`config.mk`:
```
export PLATFORM = sky130hd
export DESIGN_NAME = scanline_green_run_detector
export DESIGN_NICKNAME = d
export VERILOG_FILES = /design/src/sgrd_pkg.sv /design/src/scanline_green_run_detector.sv
export SDC_FILE = /design/constraint.sdc
export NUM_CORES = 1
export LEC_CHECK = 0
export BUFFER_PORTS_ARGS = -buffer_cell sky130_fd_sc_hd__buf_2
export CAP_MARGIN = 10
export CORE_MARGIN = 3
export CORE_UTILIZATION = 56
export CTS_CLUSTER_DIAMETER = 50
export DETAILED_ROUTE_END_ITERATION = 7
export PLACE_DENSITY = 0.9
export SLEW_MARGIN = 20
export SYNTH_ARGS = -nofsm -noshare
export SYNTH_HDL_FRONTEND = slang
export SYNTH_SLANG_ARGS = --single-unit
```
`constraint.sdc`:
```
create_clock -name i_clk -period 7 [get_ports i_clk]
set_input_delay 0.35 -clock i_clk [delete_from_list [all_inputs] [get_ports i_clk]]
set_output_delay 0.35 -clock i_clk [all_outputs]
set_load 0.1 [all_outputs]
```
`src/sgrd_pkg.sv`:
```
// ----------------------------------------------------------------------------
// sgrd_pkg
// shared constants, types, the pixel classifier and the x clamp of the green run detector
// ----------------------------------------------------------------------------
package sgrd_pkg;

    localparam int LINE_WIDTH = 4096;
    localparam int X_W        = 12;
    localparam int LEN_W      = 13;
    localparam int CNT_W      = 12;
    localparam int RGB_W      = 24;
    localparam int CFG_IDX_W  = 2;
    localparam int CFG_DATA_W = 13;

    localparam logic [X_W-1:0]   X_MAX   = X_W'(LINE_WIDTH - 1);
    localparam logic [CNT_W-1:0] CNT_MAX = '1;

    localparam logic [LEN_W-1:0] MIN_WIDTH_RST       = 13'd3;
    localparam logic [X_W-1:0]   MERGE_GAP_RST       = 12'd4;
    localparam logic [LEN_W-1:0] MAX_WIDTH_RST       = 13'd4096;
    localparam logic [X_W-1:0]   PLAYER_RIGHT_PX_RST = 12'd0;

    localparam logic [7:0] G_MIN      = 8'd120;
    localparam logic [8:0] GR_MARGIN  = 9'd15;
    localparam logic [8:0] GB_MARGIN  = 9'd30;
    localparam logic [8:0] SPREAD_MIN = 9'd45;

    typedef enum logic [CFG_IDX_W-1:0] {
        CFG_MIN_WIDTH       = 2'd0,
        CFG_MERGE_GAP       = 2'd1,
        CFG_MAX_WIDTH       = 2'd2,
        CFG_PLAYER_RIGHT_PX = 2'd3
    } t_cfg_idx;

    function automatic logic is_green(input logic [RGB_W-1:0] rgb);
        logic [7:0] r;
        logic [7:0] g;
        logic [7:0] b;
        logic [7:0] hi;
        logic [7:0] lo;
        r  = rgb[7:0];
        g  = rgb[15:8];
        b  = rgb[23:16];
        hi = r;
        lo = r;
        if (g > hi) hi = g;
        if (b > hi) hi = b;
        if (g < lo) lo = g;
        if (b < lo) lo = b;
        return (g > G_MIN)
            && ({1'b0, g} > ({1'b0, r} + GR_MARGIN))
            && ({1'b0, g} > ({1'b0, b} + GB_MARGIN))
            && ({1'b0, hi} > ({1'b0, lo} + SPREAD_MIN));
    endfunction

    function automatic logic [X_W-1:0] clamp_x(input logic [X_W-1:0] x);
        return ({5'd0, x} >= 17'(LINE_WIDTH)) ? X_MAX : x;
    endfunction

endpackage

```
`src/scanline_green_run_detector.sv`:
```
// ----------------------------------------------------------------------------
// scanline_green_run_detector
// finds the widest merged green segment on one scan line, one pixel a cycle
// ----------------------------------------------------------------------------
// throughput: one pixel beat per cycle, set by the run/segment
//   update on the pixel register; while a result is stalled at the output one
//   more line end waits in the line-end register, then the next last pixel
//   holds in the pixel register and the input stops until the output drains
// result path: the last pixel of a line passes the pixel register, the line-end
//   register and the output register; an output stall can hold it in each
// reset: synchronous active-low i_rst_n clears the line state and all valid
//   flags and loads the register defaults; the block is ready the next cycle
module scanline_green_run_detector (
    input  logic                                i_clk,
    input  logic                                i_rst_n,
    // pixel channel
    input  logic                                i_in_valid,
    output logic                                o_in_ready,
    input  logic [sgrd_pkg::RGB_W-1:0]          i_pixel_rgb,
    input  logic [sgrd_pkg::X_W-1:0]            i_pixel_x,
    input  logic                                i_last_pixel,
    // result channel
    output logic                                o_out_valid,
    input  logic                                i_out_ready,
    output logic                                o_found,
    output logic [sgrd_pkg::X_W-1:0]            o_left_x,
    output logic [sgrd_pkg::X_W-1:0]            o_right_x,
    output logic [sgrd_pkg::X_W-1:0]            o_mid_x,
    output logic signed [sgrd_pkg::LEN_W-1:0]   o_edge_gap,
    output logic signed [sgrd_pkg::LEN_W-1:0]   o_center_distance,
    output logic [sgrd_pkg::CNT_W-1:0]          o_raw_runs,
    output logic [sgrd_pkg::CNT_W-1:0]          o_merged_runs,
    // register write channel
    input  logic                                i_cfg_valid,
    output logic                                o_cfg_ready,
    input  logic [sgrd_pkg::CFG_IDX_W-1:0]      i_cfg_index,
    input  logic [sgrd_pkg::CFG_DATA_W-1:0]     i_cfg_data
);

    localparam int XW = sgrd_pkg::X_W;
    localparam int LW = sgrd_pkg::LEN_W;
    localparam int CW = sgrd_pkg::CNT_W;

    // configuration registers
    logic [LW-1:0] r_min_width;
    logic [XW-1:0] r_merge_gap;
    logic [LW-1:0] r_max_width;
    logic [XW-1:0] r_player_right_px;

    assign o_cfg_ready = 1'b1;

    always_ff @(posedge i_clk) begin
        if (!i_rst_n) begin
            r_min_width       <= sgrd_pkg::MIN_WIDTH_RST;
            r_merge_gap       <= sgrd_pkg::MERGE_GAP_RST;
            r_max_width       <= sgrd_pkg::MAX_WIDTH_RST;
            r_player_right_px <= sgrd_pkg::PLAYER_RIGHT_PX_RST;
        end else if (i_cfg_valid) begin
            unique case (sgrd_pkg::t_cfg_idx'(i_cfg_index))
                sgrd_pkg::CFG_MIN_WIDTH:       r_min_width       <= i_cfg_data;
                sgrd_pkg::CFG_MERGE_GAP:       r_merge_gap       <= i_cfg_data[XW-1:0];
                sgrd_pkg::CFG_MAX_WIDTH:       r_max_width       <= i_cfg_data;
                sgrd_pkg::CFG_PLAYER_RIGHT_PX: r_player_right_px <= i_cfg_data[XW-1:0];
                default: ;
            endcase
        end
    end

    // pipeline handshake
    logic r_in_valid;
    logic r_in_green;
    logic [XW-1:0] r_in_x;
    logic r_in_last;
    logic r_fin_valid;
    logic r_out_valid;
    logic out_free;
    logic fin_free;
    logic pix_go;

    assign out_free   = !r_out_valid || i_out_ready;
    assign fin_free   = !r_fin_valid || out_free;
    assign pix_go     = r_in_valid && (!r_in_last || fin_free);
    assign o_in_ready = !r_in_valid || pix_go;

    // classify on the way in so the update stage starts from a flag
    always_ff @(posedge i_clk) begin
        if (!i_rst_n) begin
            r_in_valid <= 1'b0;
        end else if (o_in_ready) begin
            r_in_valid <= i_in_valid;
        end
    end

    always_ff @(posedge i_clk) begin
        if (o_in_ready && i_in_valid) begin
            r_in_green <= sgrd_pkg::is_green(i_pixel_rgb);
            r_in_x     <= sgrd_pkg::clamp_x(i_pixel_x);
            r_in_last  <= i_last_pixel;
        end
    end

    // line state
    logic          r_in_run;
    logic [XW-1:0] r_run_start;
    logic          r_seg_valid;
    logic [XW-1:0] r_seg_left;
    logic [XW-1:0] r_seg_right;
    logic          r_best_valid;
    logic [XW-1:0] r_best_left;
    logic [XW-1:0] r_best_right;
    logic [CW-1:0] r_run_count;
    logic [CW-1:0] r_seg_count;

    logic          close_en;
    logic [XW-1:0] close_start;
    logic [XW-1:0] close_end;
    logic [LW-1:0] run_len;
    logic          run_keep;
    logic          run_merge;
    logic          seg_wider;
    logic          n_in_run;
    logic [XW-1:0] n_run_start;
    logic          n_seg_valid;
    logic [XW-1:0] n_seg_left;
    logic [XW-1:0] n_seg_right;
    logic          n_best_valid;
    logic [XW-1:0] n_best_left;
    logic [XW-1:0] n_best_right;
    logic [CW-1:0] n_run_count;
    logic [CW-1:0] n_seg_count;

    // at most one run closes per pixel: a green last pixel closes at x,
    // a non-green pixel closes at x - 1
    assign close_en    = (r_in_run && (!r_in_green || r_in_last))
                      || (r_in_green && !r_in_run && r_in_last);
    assign close_start = r_in_run ? r_run_start : r_in_x;
    assign close_end   = r_in_green ? r_in_x : (r_in_x - XW'(1));
    assign run_len     = {1'b0, close_end} - {1'b0, close_start} + LW'(1);
    assign run_keep    = (close_end >= close_start) && (run_len >= r_min_width);
    // negative gaps merge as well
    assign run_merge   = r_seg_valid
                      && ({1'b0, close_start} <= ({1'b0, r_seg_right} + {1'b0, r_merge_gap}));
    assign seg_wider   = (r_seg_right - r_seg_left) > (r_best_right - r_best_left);

    always_comb begin
        n_in_run     = r_in_green && !r_in_last;
        n_run_start  = (r_in_green && !r_in_run) ? r_in_x : r_run_start;
        n_seg_valid  = r_seg_valid;
        n_seg_left   = r_seg_left;
        n_seg_right  = r_seg_right;
        n_best_valid = r_best_valid;
        n_best_left  = r_best_left;
        n_best_right = r_best_right;
        n_run_count  = r_run_count;
        n_seg_count  = r_seg_count;
        if (close_en) begin
            if (r_run_count != sgrd_pkg::CNT_MAX) begin
                n_run_count = r_run_count + CW'(1);
            end
            if (run_keep) begin
                if (run_merge) begin
                    if (close_end > r_seg_right) begin
                        n_seg_right = close_end;
                    end
                end else begin
                    // retire the open segment before starting a new one
                    if (r_seg_valid && (!r_best_valid || seg_wider)) begin
                        n_best_valid = 1'b1;
                        n_best_left  = r_seg_left;
                        n_best_right = r_seg_right;
                    end
                    n_seg_valid = 1'b1;
                    n_seg_left  = close_start;
                    n_seg_right = close_end;
                    if (r_seg_count != sgrd_pkg::CNT_MAX) begin
                        n_seg_count = r_seg_count + CW'(1);
                    end
                end
            end
        end
    end

    always_ff @(posedge i_clk) begin
        if (!i_rst_n) begin
            r_in_run     <= 1'b0;
            r_run_start  <= '0;
            r_seg_valid  <= 1'b0;
            r_seg_left   <= '0;
            r_seg_right  <= '0;
            r_best_valid <= 1'b0;
            r_best_left  <= '0;
            r_best_right <= '0;
            r_run_count  <= '0;
            r_seg_count  <= '0;
        end else if (pix_go) begin
            if (r_in_last) begin
                r_in_run     <= 1'b0;
                r_seg_valid  <= 1'b0;
                r_best_valid <= 1'b0;
                r_run_count  <= '0;
                r_seg_count  <= '0;
            end else begin
                r_in_run     <= n_in_run;
                r_run_start  <= n_run_start;
                r_seg_valid  <= n_seg_valid;
                r_seg_left   <= n_seg_left;
                r_seg_right  <= n_seg_right;
                r_best_valid <= n_best_valid;
                r_best_left  <= n_best_left;
                r_best_right <= n_best_right;
                r_run_count  <= n_run_count;
                r_seg_count  <= n_seg_count;
            end
        end
    end

    // line-end stage: final segment against best, then the result fields
    logic          r_f_seg_valid;
    logic [XW-1:0] r_f_seg_left;
    logic [XW-1:0] r_f_seg_right;
    logic          r_f_best_valid;
    logic [XW-1:0] r_f_best_left;
    logic [XW-1:0] r_f_best_right;
    logic [CW-1:0] r_f_run_count;
    logic [CW-1:0] r_f_seg_count;

    always_ff @(posedge i_clk) begin
        if (!i_rst_n) begin
            r_fin_valid <= 1'b0;
        end else if (pix_go && r_in_last) begin
            r_fin_valid <= 1'b1;
        end else if (out_free) begin
            r_fin_valid <= 1'b0;
        end
    end

    always_ff @(posedge i_clk) begin
        if (pix_go && r_in_last) begin
            r_f_seg_valid  <= n_seg_valid;
            r_f_seg_left   <= n_seg_left;
            r_f_seg_right  <= n_seg_right;
            r_f_best_valid <= n_best_valid;
            r_f_best_left  <= n_best_left;
            r_f_best_right <= n_best_right;
            r_f_run_count  <= n_run_count;
            r_f_seg_count  <= n_seg_count;
        end
    end

    logic          f_take;
    logic          f_valid;
    logic [XW-1:0] f_left;
    logic [XW-1:0] f_right;
    logic [LW-1:0] f_len;
    logic          f_found;
    logic [LW-1:0] f_sum;
    logic [XW-1:0] f_center;

    assign f_take  = r_f_seg_valid && (!r_f_best_valid
                  || ((r_f_seg_right - r_f_seg_left) > (r_f_best_right - r_f_best_left)));
    assign f_valid = r_f_best_valid || f_take;
    assign f_left  = f_take ? r_f_seg_left  : r_f_best_left;
    assign f_right = f_take ? r_f_seg_right : r_f_best_right;
    assign f_len   = {1'b0, f_right} - {1'b0, f_left} + LW'(1);
    assign f_found = f_valid && (f_len <= r_max_width);
    assign f_sum   = {1'b0, f_left} + {1'b0, f_right};
    assign f_center = f_sum[LW-1:1];

    always_ff @(posedge i_clk) begin
        if (!i_rst_n) begin
            r_out_valid <= 1'b0;
        end else if (out_free) begin
            r_out_valid <= r_fin_valid;
        end
    end

    always_ff @(posedge i_clk) begin
        if (out_free && r_fin_valid) begin
            o_found       <= f_found;
            o_raw_runs    <= r_f_run_count;
            o_merged_runs <= r_f_seg_count;
            if (f_found) begin
                o_left_x          <= f_left;
                o_right_x         <= f_right;
                o_mid_x           <= f_center;
                o_edge_gap        <= signed'({1'b0, f_left} - {1'b0, r_player_right_px});
                o_center_distance <= signed'({1'b0, f_center} - {1'b0, r_player_right_px});
            end else begin
                o_left_x          <= '0;
                o_right_x         <= '0;
                o_mid_x           <= '0;
                o_edge_gap        <= '0;
                o_center_distance <= '0;
            end
        end
    end

    assign o_out_valid = r_out_valid;

endmodule

```
==> results.md, run 1 <==
- The endpoint identified for the worst register-to-register timing path is o_center_distance[1].
- The run finished, with violations left.
- The number of flops mapped to enable cells by yosys is 175.
- Data on the critical path is required at its endpoint by 7.39 ns.
- The mean number of vias per cell is 6.085.
- The share of total power dissipated in sequential elements is 0.365.
- The layout has 2595 filler cells.
- In this run the core area contains 71 standard-cell rows.
- The via count of the first global-routing pass came to 18700.
- The area added between synthesis and finish is 19.36%.
- The worst voltage drop across the vdd grid is 0.1558 mV.
- The routability congestion estimate is 0.9532.
- For this run, the leading register cell type out of synthesis is sky130_fd_sc_hd__edfxtp_1.
- The detailed router finished its first iteration with 1790 violations.
- When the netlist entered floorplanning its net count stood at 2661.
- In the final design database the tool counted 2913 nets.
- In the final layout, the multi-input gates occupy 13320 um2.
- The first detailed-routing pass took 6 iterations.
- The final hold violation count is 0.
- The setup check on the worst reg-to-reg path leaves a slack of -0.68 ns.
- The internal power consumption is 3.797 mW.
- The cell that appears most often on the critical path is sky130_fd_sc_hd__ha_4.
- The netlist area before placement is 21720 um2.
- Global routing finished with a remaining overflow of 0.
- The area after detailed placement is 23630 um2.
- The proportion of total power due to net switching is 0.3281.
- The average instance in the mapped netlist occupies 9.355 um2.
- The clock skew is 0.02823 ns.
- The die width is 203.0 um.
- The checks that failed: setup timing.
- The number of antenna violations at the first check in global routing is 1.
- The gate count of the mapped netlist is 2322.
- The number of max-slew violations in the final report is 0.
- The sequential cell area is 8058 um2.
- The logic depth of the worst register-to-register path is 38.
- The final HPWL from detailed placement is 43820 um.
- The share of power burned in the clock network is 0.328.
- The path with the worst hold slack has its endpoint at r_in_valid.
- The type of the setup path with the least slack is flip-flop to flip-flop.
- The cell depth of the worst min-delay path is 3.
- The number of nets with antenna violations after detailed routing is 0.
- The worst setup path is launched from a flip-flop.
- The clock-pin slew of the registers on the worst-case setup and hold paths is 0.07 ns.
- The fraction of final layout cells sized beyond drive strength 1 is 0.1965.
- The clock period minus final worst setup slack is 7.677 ns.
- For this design the static power due to leakage is 10.94 nW.
- The synthesized design contains 315 register bits.
- The number of maximum-capacitance constraint violations is 0.
- The total routing usage reported by global routing is 0.2803.
- The clock passes through at most 3 buffers.
- The floorplan step set the die height to 203.0 um.
- The analysis attributes to net switching a power of 1.854 mW.
- Entering global routing, the biggest net connects 103 pins.
- The class of the worst hold path is primary input to flip-flop.
- The startpoint of the worst register-to-register path is r_f_seg_right[1].
- The total area inside the core boundary comes to 37930 um2.
- The maximum net fanout on the critical path is 6.
- The transition time at the pin with the least slew margin is 0.9404 ns.
- The share of the Yosys chip area taken by registers is 0.3709.
- The starting density of the core is 0.5727.
- Clock tree synthesis found a total of 315 sinks.
- Input and output buffers added on the ports amount to 145.
- The total I/O pin count is 147.
- Wires add up to 63780 um.
- Yosys printed 0 warnings.
- The finished cells cover 25930 um2.
- STA classifies the critical path endpoint as a flip-flop.
- On the worst path, the slowest cell contributes a delay of 0.45 ns.
- The post-route DRC violation count is 0.
- The clock tree from TritonCTS is built.
- Of the available clock period, the critical path in the final layout requires 1.097.
- Of the total power, combinational logic draws 0.308.
- The number of buffers inserted during clock tree synthesis is 35.
- The data arrival time of the critical path is 8.07 ns.
- Timing would allow up to 0.1303 GHz.
- Prior to clock tree synthesis, the placed netlist has a worst setup slack of -0.2968 ns.
- The wire length per cell is 20.49 um.
- The wire length of the first global-routing pass is 93780 um.
- For this run, asynchronously set or reset flops after synthesis account for 0.
- The unique cell type count in the Yosys netlist is 91.
- The root buffer cell chosen for the clock tree is sky130_fd_sc_hd__clkbuf_16.
- For this design, the slowest cell found on the critical path is sky130_fd_sc_hd__edfxtp_1.
- Setup repair after global routing could not meet its margin everywhere.
- The final setup violation count is 63.
- The clock latency on the worst-skew pair is 0.56 ns.
- The hold path startpoint is i_in_valid.
- For this design the ratio of total power to cell area is 217.9 nW/um2.
- The routed via count is 18940.
- The worst-case headroom to the max-slew limit is 0.3731.
- The die covers 41190 um2.
- The setup slack after layout is -0.6775 ns.
- The H-tree was split into 2 levels.
## Yosys cell counts, drive strengths merged (4+ instances only)
cell | n | area share
a211o | 5 | 0.0021
a211oi | 9 | 0.0039
a21boi | 65 | 0.022
a21o | 43 | 0.015
a21oi | 111 | 0.026
a22oi | 10 | 0.0035
a31oi | 12 | 0.0035
a32oi | 6 | 0.0024
and2 | 11 | 0.0033
and3 | 14 | 0.0043
buf | 20 | 0.0060
clkbuf | 49 | 0.0085
dfxtp | 140 | 0.13
edfxtp | 175 | 0.24
fa | 15 | 0.014
ha | 267 | 0.15
inv | 214 | 0.037
mux2 | 31 | 0.016
mux2i | 83 | 0.038
nand2 | 290 | 0.050
nand2b | 15 | 0.0043
nand3 | 54 | 0.012
nand3b | 4 | 0.0014
nand4 | 33 | 0.0095
nor2 | 154 | 0.027
nor2b | 49 | 0.014
nor3 | 53 | 0.013
nor3b | 5 | 0.0017
nor4 | 6 | 0.0020
o211a | 14 | 0.0065
o211ai | 9 | 0.0031
o21a | 28 | 0.0097
o21ai | 103 | 0.024
o21bai | 15 | 0.0052
o41ai | 7 | 0.0028
or2 | 9 | 0.0026
or3 | 8 | 0.0023
xnor2 | 93 | 0.037
xor2 | 48 | 0.019
## worst max-delay path by stage
| stage | start | endpoint | slack, ns | depth (start not counted) |
|---|---|---|---|---|
| after global placement | r_f_seg_right[0] | o_center_distance[3] | -0.02 | 38 |
| after floorplan | r_f_best_right[0] | o_center_distance[12] | 0.002 | 40 |
| after global routing | r_f_seg_left[0] | o_center_distance[1] | -0.95 | 41 |
| after CTS | r_f_best_right[0] | o_mid_x[1] | -0.06 | 42 |
| after detailed placement | r_f_seg_left[1] | o_center_distance[11] | -0.30 | 34 |
| final | r_f_seg_right[1] | o_center_distance[1] | -0.68 | 38 |
## power by group through the flow
stage,combinational [mW],clock [mW],sequential (mW)
floorplan,0.996,0,2.17
global placement,1.39,0,2.10
detailed placement,1.46,0,2.10
CTS,1.59,1.86,2.06
global route,1.88,1.93,2.06
finish,1.74,1.85,2.06
## state kept, by name (all words and copies together) (netlist names), 13 cells and up
name / count
r_min_width: 13
o_center_distance: 13
o_edge_gap: 13
r_max_width: 13
## through the flow
| stage | utilization | instances | hold WS [ns] | power, mW | TNS (ns) |
|---|---|---|---|---|---|
| 6_report | 0.6835 | 3112 | 0.09528 | 5.651 | -35.87 |
| 4_1_cts | 0.6727 | 3096 | 0.08679 | 5.505 | -0.9156 |
| 2_1_floorplan | - | 2322 | 0.4003 | 3.165 | 0 |
| 3_3_place_gp | 0.6230 | 3006 | 0.4034 | 3.489 | -0.02808 |
| 5_1_grt | 0.6835 | 3111 | 0.1113 | 5.875 | -53.39 |
| 3_5_place_dp | 0.6230 | 3006 | 0.4054 | 3.560 | -11.91 |
## layout by cell type (no fill, tap or decap), types with 46 or more instances in the layout
cell type                  Yosys  layout
sky130_fd_sc_hd__o21ai_0      95      86
sky130_fd_sc_hd__buf_4         4     111
sky130_fd_sc_hd__dfxtp_1     140     140
sky130_fd_sc_hd__nand2_1     289     288
sky130_fd_sc_hd__xor2_1       48      48
sky130_fd_sc_hd__nand3_1      54      54
sky130_fd_sc_hd__ha_1        267     242
sky130_fd_sc_hd__xnor2_1      93      91
sky130_fd_sc_hd__nor3_1       50      46
sky130_fd_sc_hd__a21oi_1     109      97
sky130_fd_sc_hd__mux2i_1      83      74
sky130_fd_sc_hd__inv_1       214     197
sky130_fd_sc_hd__buf_2         9     145
sky130_fd_sc_hd__a21boi_0     65      64
sky130_fd_sc_hd__edfxtp_1    175     175
sky130_fd_sc_hd__nor2_1      152     126
## per-layer routing
layer  part of all wire  wire (um)  track usage
met1               0.37      23730       0.3275
met2               0.47      30080       0.4890
met3              0.078       4995      0.04553
met4              0.077       4924       0.1599
met5            0.00067         43            0
## critical path: cells and delay by family, from the launching register on
family / cells / cell delay (ns)
compound gates: 13 / 2.79
xor+xnor: 2 / 0.22
fa+ha+maj: 5 / 1.37
buf+inv: 6 / 0.80
flops: 1 / 0.45
mux: 1 / 0.32
simple gates: 11 / 1.55
## final cells by class
type	instances	area share
timing repair buffer	284	0.07523
tap	511	0.02466
clock inverter	19	0.007769
multi-input combinational	1724	0.5138
sequential	315	0.3108
clock buffer	44	0.03667
antenna	1	0.00009651
inverter	214	0.03098
## what timing repair did
item                       4_1_cts  5_1_grt
buffers inserted                10       15
setup endpoints to repair       63       63
hold endpoints to repair        13        0
resized for setup               86       76
pin swaps                       44       54
gates cloned                     4        0
hold buffers                    13        0
## cell families (layout without fill, tap and decap cells)
kind of cell / Yosys count / count (layout) / synth area share
flip-flops: 315 / 315 / 0.3709
adder cells (fa/ha/maj): 282 / 282 / 0.1676
buffers and inverters: 283 / 561 / 0.05155
XOR/XNOR: 141 / 141 / 0.05685
other: 1 / 2 / 0.0001726
AND/OR/NAND/NOR: 716 / 716 / 0.1536
AO/OA/AOI/OAI: 470 / 470 / 0.1450
multiplexers: 114 / 114 / 0.05431
Note: power is estimated with default switching activity, not from simulation.
==> run 2: changes to the inputs <==
--- a/config.mk
+++ b/config.mk
@@ -12,6 +12,7 @@
 export CTS_CLUSTER_DIAMETER = 50
 export DETAILED_ROUTE_END_ITERATION = 7
 export PLACE_DENSITY = 0.9
+export RECOVER_POWER = 25
 export SLEW_MARGIN = 20
 export SYNTH_ARGS = -nofsm -noshare
 export SYNTH_HDL_FRONTEND = slang
==> run 2 against run 1 <==
- the run ends with capacitance limit, slew limit, setup timing left
- die area unchanged
- first-iteration DRC count is 2.2% lower
- largest cell class unchanged
- sequential share of layout area is 0.10 points higher
- utilization down 0.22 points
- cell area down 0.33%
- via count grew 0.19%
- register-to-register slack is essentially flat
- clock-buffer cell count is the same
==> results.md, run 2 (synthesis gave the netlist of run 1 again) <==
- The clock tree from TritonCTS is built.
- The mean number of vias per cell is 6.097 (+0.19%).
- The final net count was 2913 (unchanged).
- The routed via count is 18970 (+0.19%).
- The most numerous cell type found on the critical path is sky130_fd_sc_hd__ha_4.
- The top layer reached by signal wires is met5.
- The share of power burned in the clock network is 0.327 (about the same).
- The worst setup path is of the flip-flop to flip-flop kind.
- The post-route DRC violation count was 0 (unchanged).
- The data arrival time of the critical path is 8.08 ns (about the same).
- The placed cell count came to 3006 (unchanged).
- The worst-case headroom to the max-slew limit is -1.542 (-1.915).
- The worst setup path is captured at a flip-flop.
- The net load switching power came to 1.855 mW (about the same).
- The number of input and output port buffers inserted is 145 (unchanged).
- Leaving out fill and tap cells, the most frequent cell in the layout is sky130_fd_sc_hd__nand2_1.
- The length of routed wiring on met1 is 23570 um (-0.68%).
- The maximum number of buffers from clock root to sink is 3 (unchanged).
- The area after detailed placement was 23630 um2 (unchanged).
- The wire length of the first global-routing pass was 93780 um (unchanged).
- The part of the power in registers came to 0.365 (about the same).
- The highest cell delay on the worst timing path is 0.45 ns (about the same).
- The number of maximum-capacitance constraint violations is 3 (+3).
- The number of nets with antenna violations after detailed routing came to 0 (unchanged).
- The transition time at the pin with the least slew margin is 3.813 ns (+2.873 ns).
- The total routing usage reported by global routing is 0.2803 (unchanged).
- The via count of the first global-routing pass is 18700 (unchanged).
- The share of power burned in combinational logic was 0.308 (about the same).
- The startpoint type of the worst setup path is a flip-flop.
- The setup slack after layout is -0.6891 ns (-0.01160 ns).
- The final setup violation count is 63 (unchanged).
- The worst hold slack after final layout is 0.09725 ns (+0.001974 ns).
- The number of levels the H-tree was split into was 2 (unchanged).
- The clock latency on the worst-skew pair is 0.56 ns (about the same).
- The wire length per cell came to 20.54 um (+0.21%).
- The final cycle utilization of the critical path is 1.098 (+0.001657).
- The vertical die dimension is 203.0 um (unchanged).
- The cell family contributing the most delay on the critical path is compound AO/OA/AOI/OAI gates.
- The flow ran to the end, but the final reports show violations.
- The proportion of total power due to net switching came to 0.3282 (about the same).
- The starting density of the core is 0.5727 (unchanged).
- The path class of the tightest hold or removal check is primary input to flip-flop.
- The number of clock sinks seen by CTS came to 315 (unchanged).
- The logic depth of the worst register-to-register path is 38 (unchanged).
- The worst path required time is 7.39 ns (about the same).
- The clock skew is 0.03075 ns (+0.002513 ns).
- The final HPWL from detailed placement came to 43820 um (unchanged).
- The count of non-filler cells in the finished layout is 3112 (unchanged).
- The number of antenna violations at the first check in global routing is 1 (unchanged).
- The number of max-slew violations in the final report came to 195 (+195).
- The slowest cell on the critical path is sky130_fd_sc_hd__edfxtp_1.
- The wire length on met2 is 30190 um (+0.36%).
- The die width is 203.0 um (unchanged).
- The number of buffers inserted during clock tree synthesis was 35 (unchanged).
- The total I/O pin count is 147 (unchanged).
- The total length of routed wires was 63910 um (+0.21%).
- The static leakage power is 10.78 nW (-1.5%).
- The overall die area is 41190 um2 (unchanged).
- The buffering stage count on the worst path with inverters included is 6 (unchanged).
- The startpoint of the worst register-to-register path is r_f_seg_right[1].
- From synthesis to final layout, the design area changed by 18.97%.
- The fraction of final layout cells sized beyond drive strength 1 came to 0.1738 (-0.02269).
- In the layout the commonest cells are sky130_fd_sc_hd__nand2_1, sky130_fd_sc_hd__ha_1, sky130_fd_sc_hd__inv_1.
- Tracing the worst setup path back leads to its startpoint at r_f_seg_right[1].
- The cell depth of the worst min-delay path is 3 (unchanged).
- The achievable clock frequency is 0.1301 GHz (-0.15%).
- The core area is 37930 um2 (unchanged).
- The overall power after layout came to 5.651 mW (about the same).
- The internal power consumption is 3.797 mW (about the same).
- The hold path startpoint is i_in_valid.
- The pin count of the biggest net entering global routing was 103 (unchanged).
- Setup repair after global routing could not meet its margin everywhere.
- The clock period minus final worst setup slack is 7.689 ns (+0.01160 ns).
- The iteration count of the initial detailed-routing pass is 6 (unchanged).
- The cell depth of the worst setup path was 38 (unchanged).
- The final reports fail on capacitance limit, slew limit, setup timing.
- The routability congestion estimate came to 0.9532 (unchanged).
- The maximum net fanout on the critical path is 6 (unchanged).
- The number of standard-cell rows in the floorplan is 71 (unchanged).
- The area of all placed cells without fillers is 25840 um2 (-0.33%).
- The cell chosen for the clock root is sky130_fd_sc_hd__clkbuf_16.
- The total congestion overflow is 0 (unchanged).
- The worst voltage drop across the vdd grid is 0.1568 mV (+0.64%).
- The power density over the cells is 218.7 nW/um2 (+0.34%).
- The final hold violation count came to 0 (unchanged).
- The clock-pin slew of the registers on the worst-case setup and hold paths came to 0.07 ns (about the same).
- The count of routing violations after the opening detailed-route iteration is 1750 (-2.2%).
- The sum of met3 wire segment lengths after detailed routing is 5242 um (+4.9%).
-- run 2: cell types whose count changed in the layout (fill, tap and decap cells not counted), sizes merged --
cell    change
buf        -58
clkbuf     +58
-- run 2: worst paths after layout --
check             slack, ns                   end
hold / removal          0.1            r_in_valid
hold reg to reg        0.41         o_raw_runs[5]
setup / recovery      -0.69  o_center_distance[1]
setup reg to reg      -0.69  o_center_distance[1]
-- run 2: layout make-up --
type	instances	area, um2
flip-flops and latches	315	8058
repair buffers	284	1873
diodes	1	2.502
clock buffers	44	950.9
well taps	511	639.4
fillers	2642	12090
inverters	214	803.3
multi-input cells	1724	13320
clock inverters	19	201.4
-- run 2: what timing repair did --
action	in CTS	in global routing
pin swaps	44	54
gates cloned	4	0
setup endpoints to repair	63	63
buffers inserted	10	15
gates resized for setup	86	76
hold buffers	13	0
hold endpoints to repair	13	0
-- run 2: per-layer routing --
layer,track usage,vias up
li1,-,8677
met1,0.3275,8848
met2,0.4890,1089
met3,0.04553,358
met4,0.1599,2
met5,0,-
-- run 2: power by group through the flow --
stage                     logic (mW)  clock network, mW  registers, mW
after floorplan                0.996                  0           2.17
after global placement          1.39                  0           2.10
after detailed placement        1.46                  0           2.10
after CTS                       1.59               1.86           2.06
after global routing            1.88               1.93           2.06
final                           1.74               1.85           2.06
-- run 2: per-stage QoR --
| step | setup slack (ns) | setup TNS, ns | util |
|---|---|---|---|
| 3_3_place_gp | -0.01619 | -0.02808 | 0.6230 |
| 4_1_cts | -0.05795 | -0.9156 | 0.6727 |
| 6_report | -0.6891 | -36.92 | 0.6813 |
| 3_5_place_dp | -0.2968 | -11.91 | 0.6230 |
| 2_1_floorplan | 0.001565 | 0 | - |
| 5_1_grt | -0.9488 | -53.39 | 0.6812 |
-- run 2: worst register-to-register path, delay by kind of cell (launching register included) --
family,cells,cell delay [ns]
AND/OR/NAND/NOR,11,1.55
XOR/XNOR,2,0.22
buffers and inverters,6,0.80
multiplexers,1,0.32
AO/OA/AOI/OAI,13,2.82
adder cells (fa/ha/maj),5,1.38
flip-flops,1,0.45
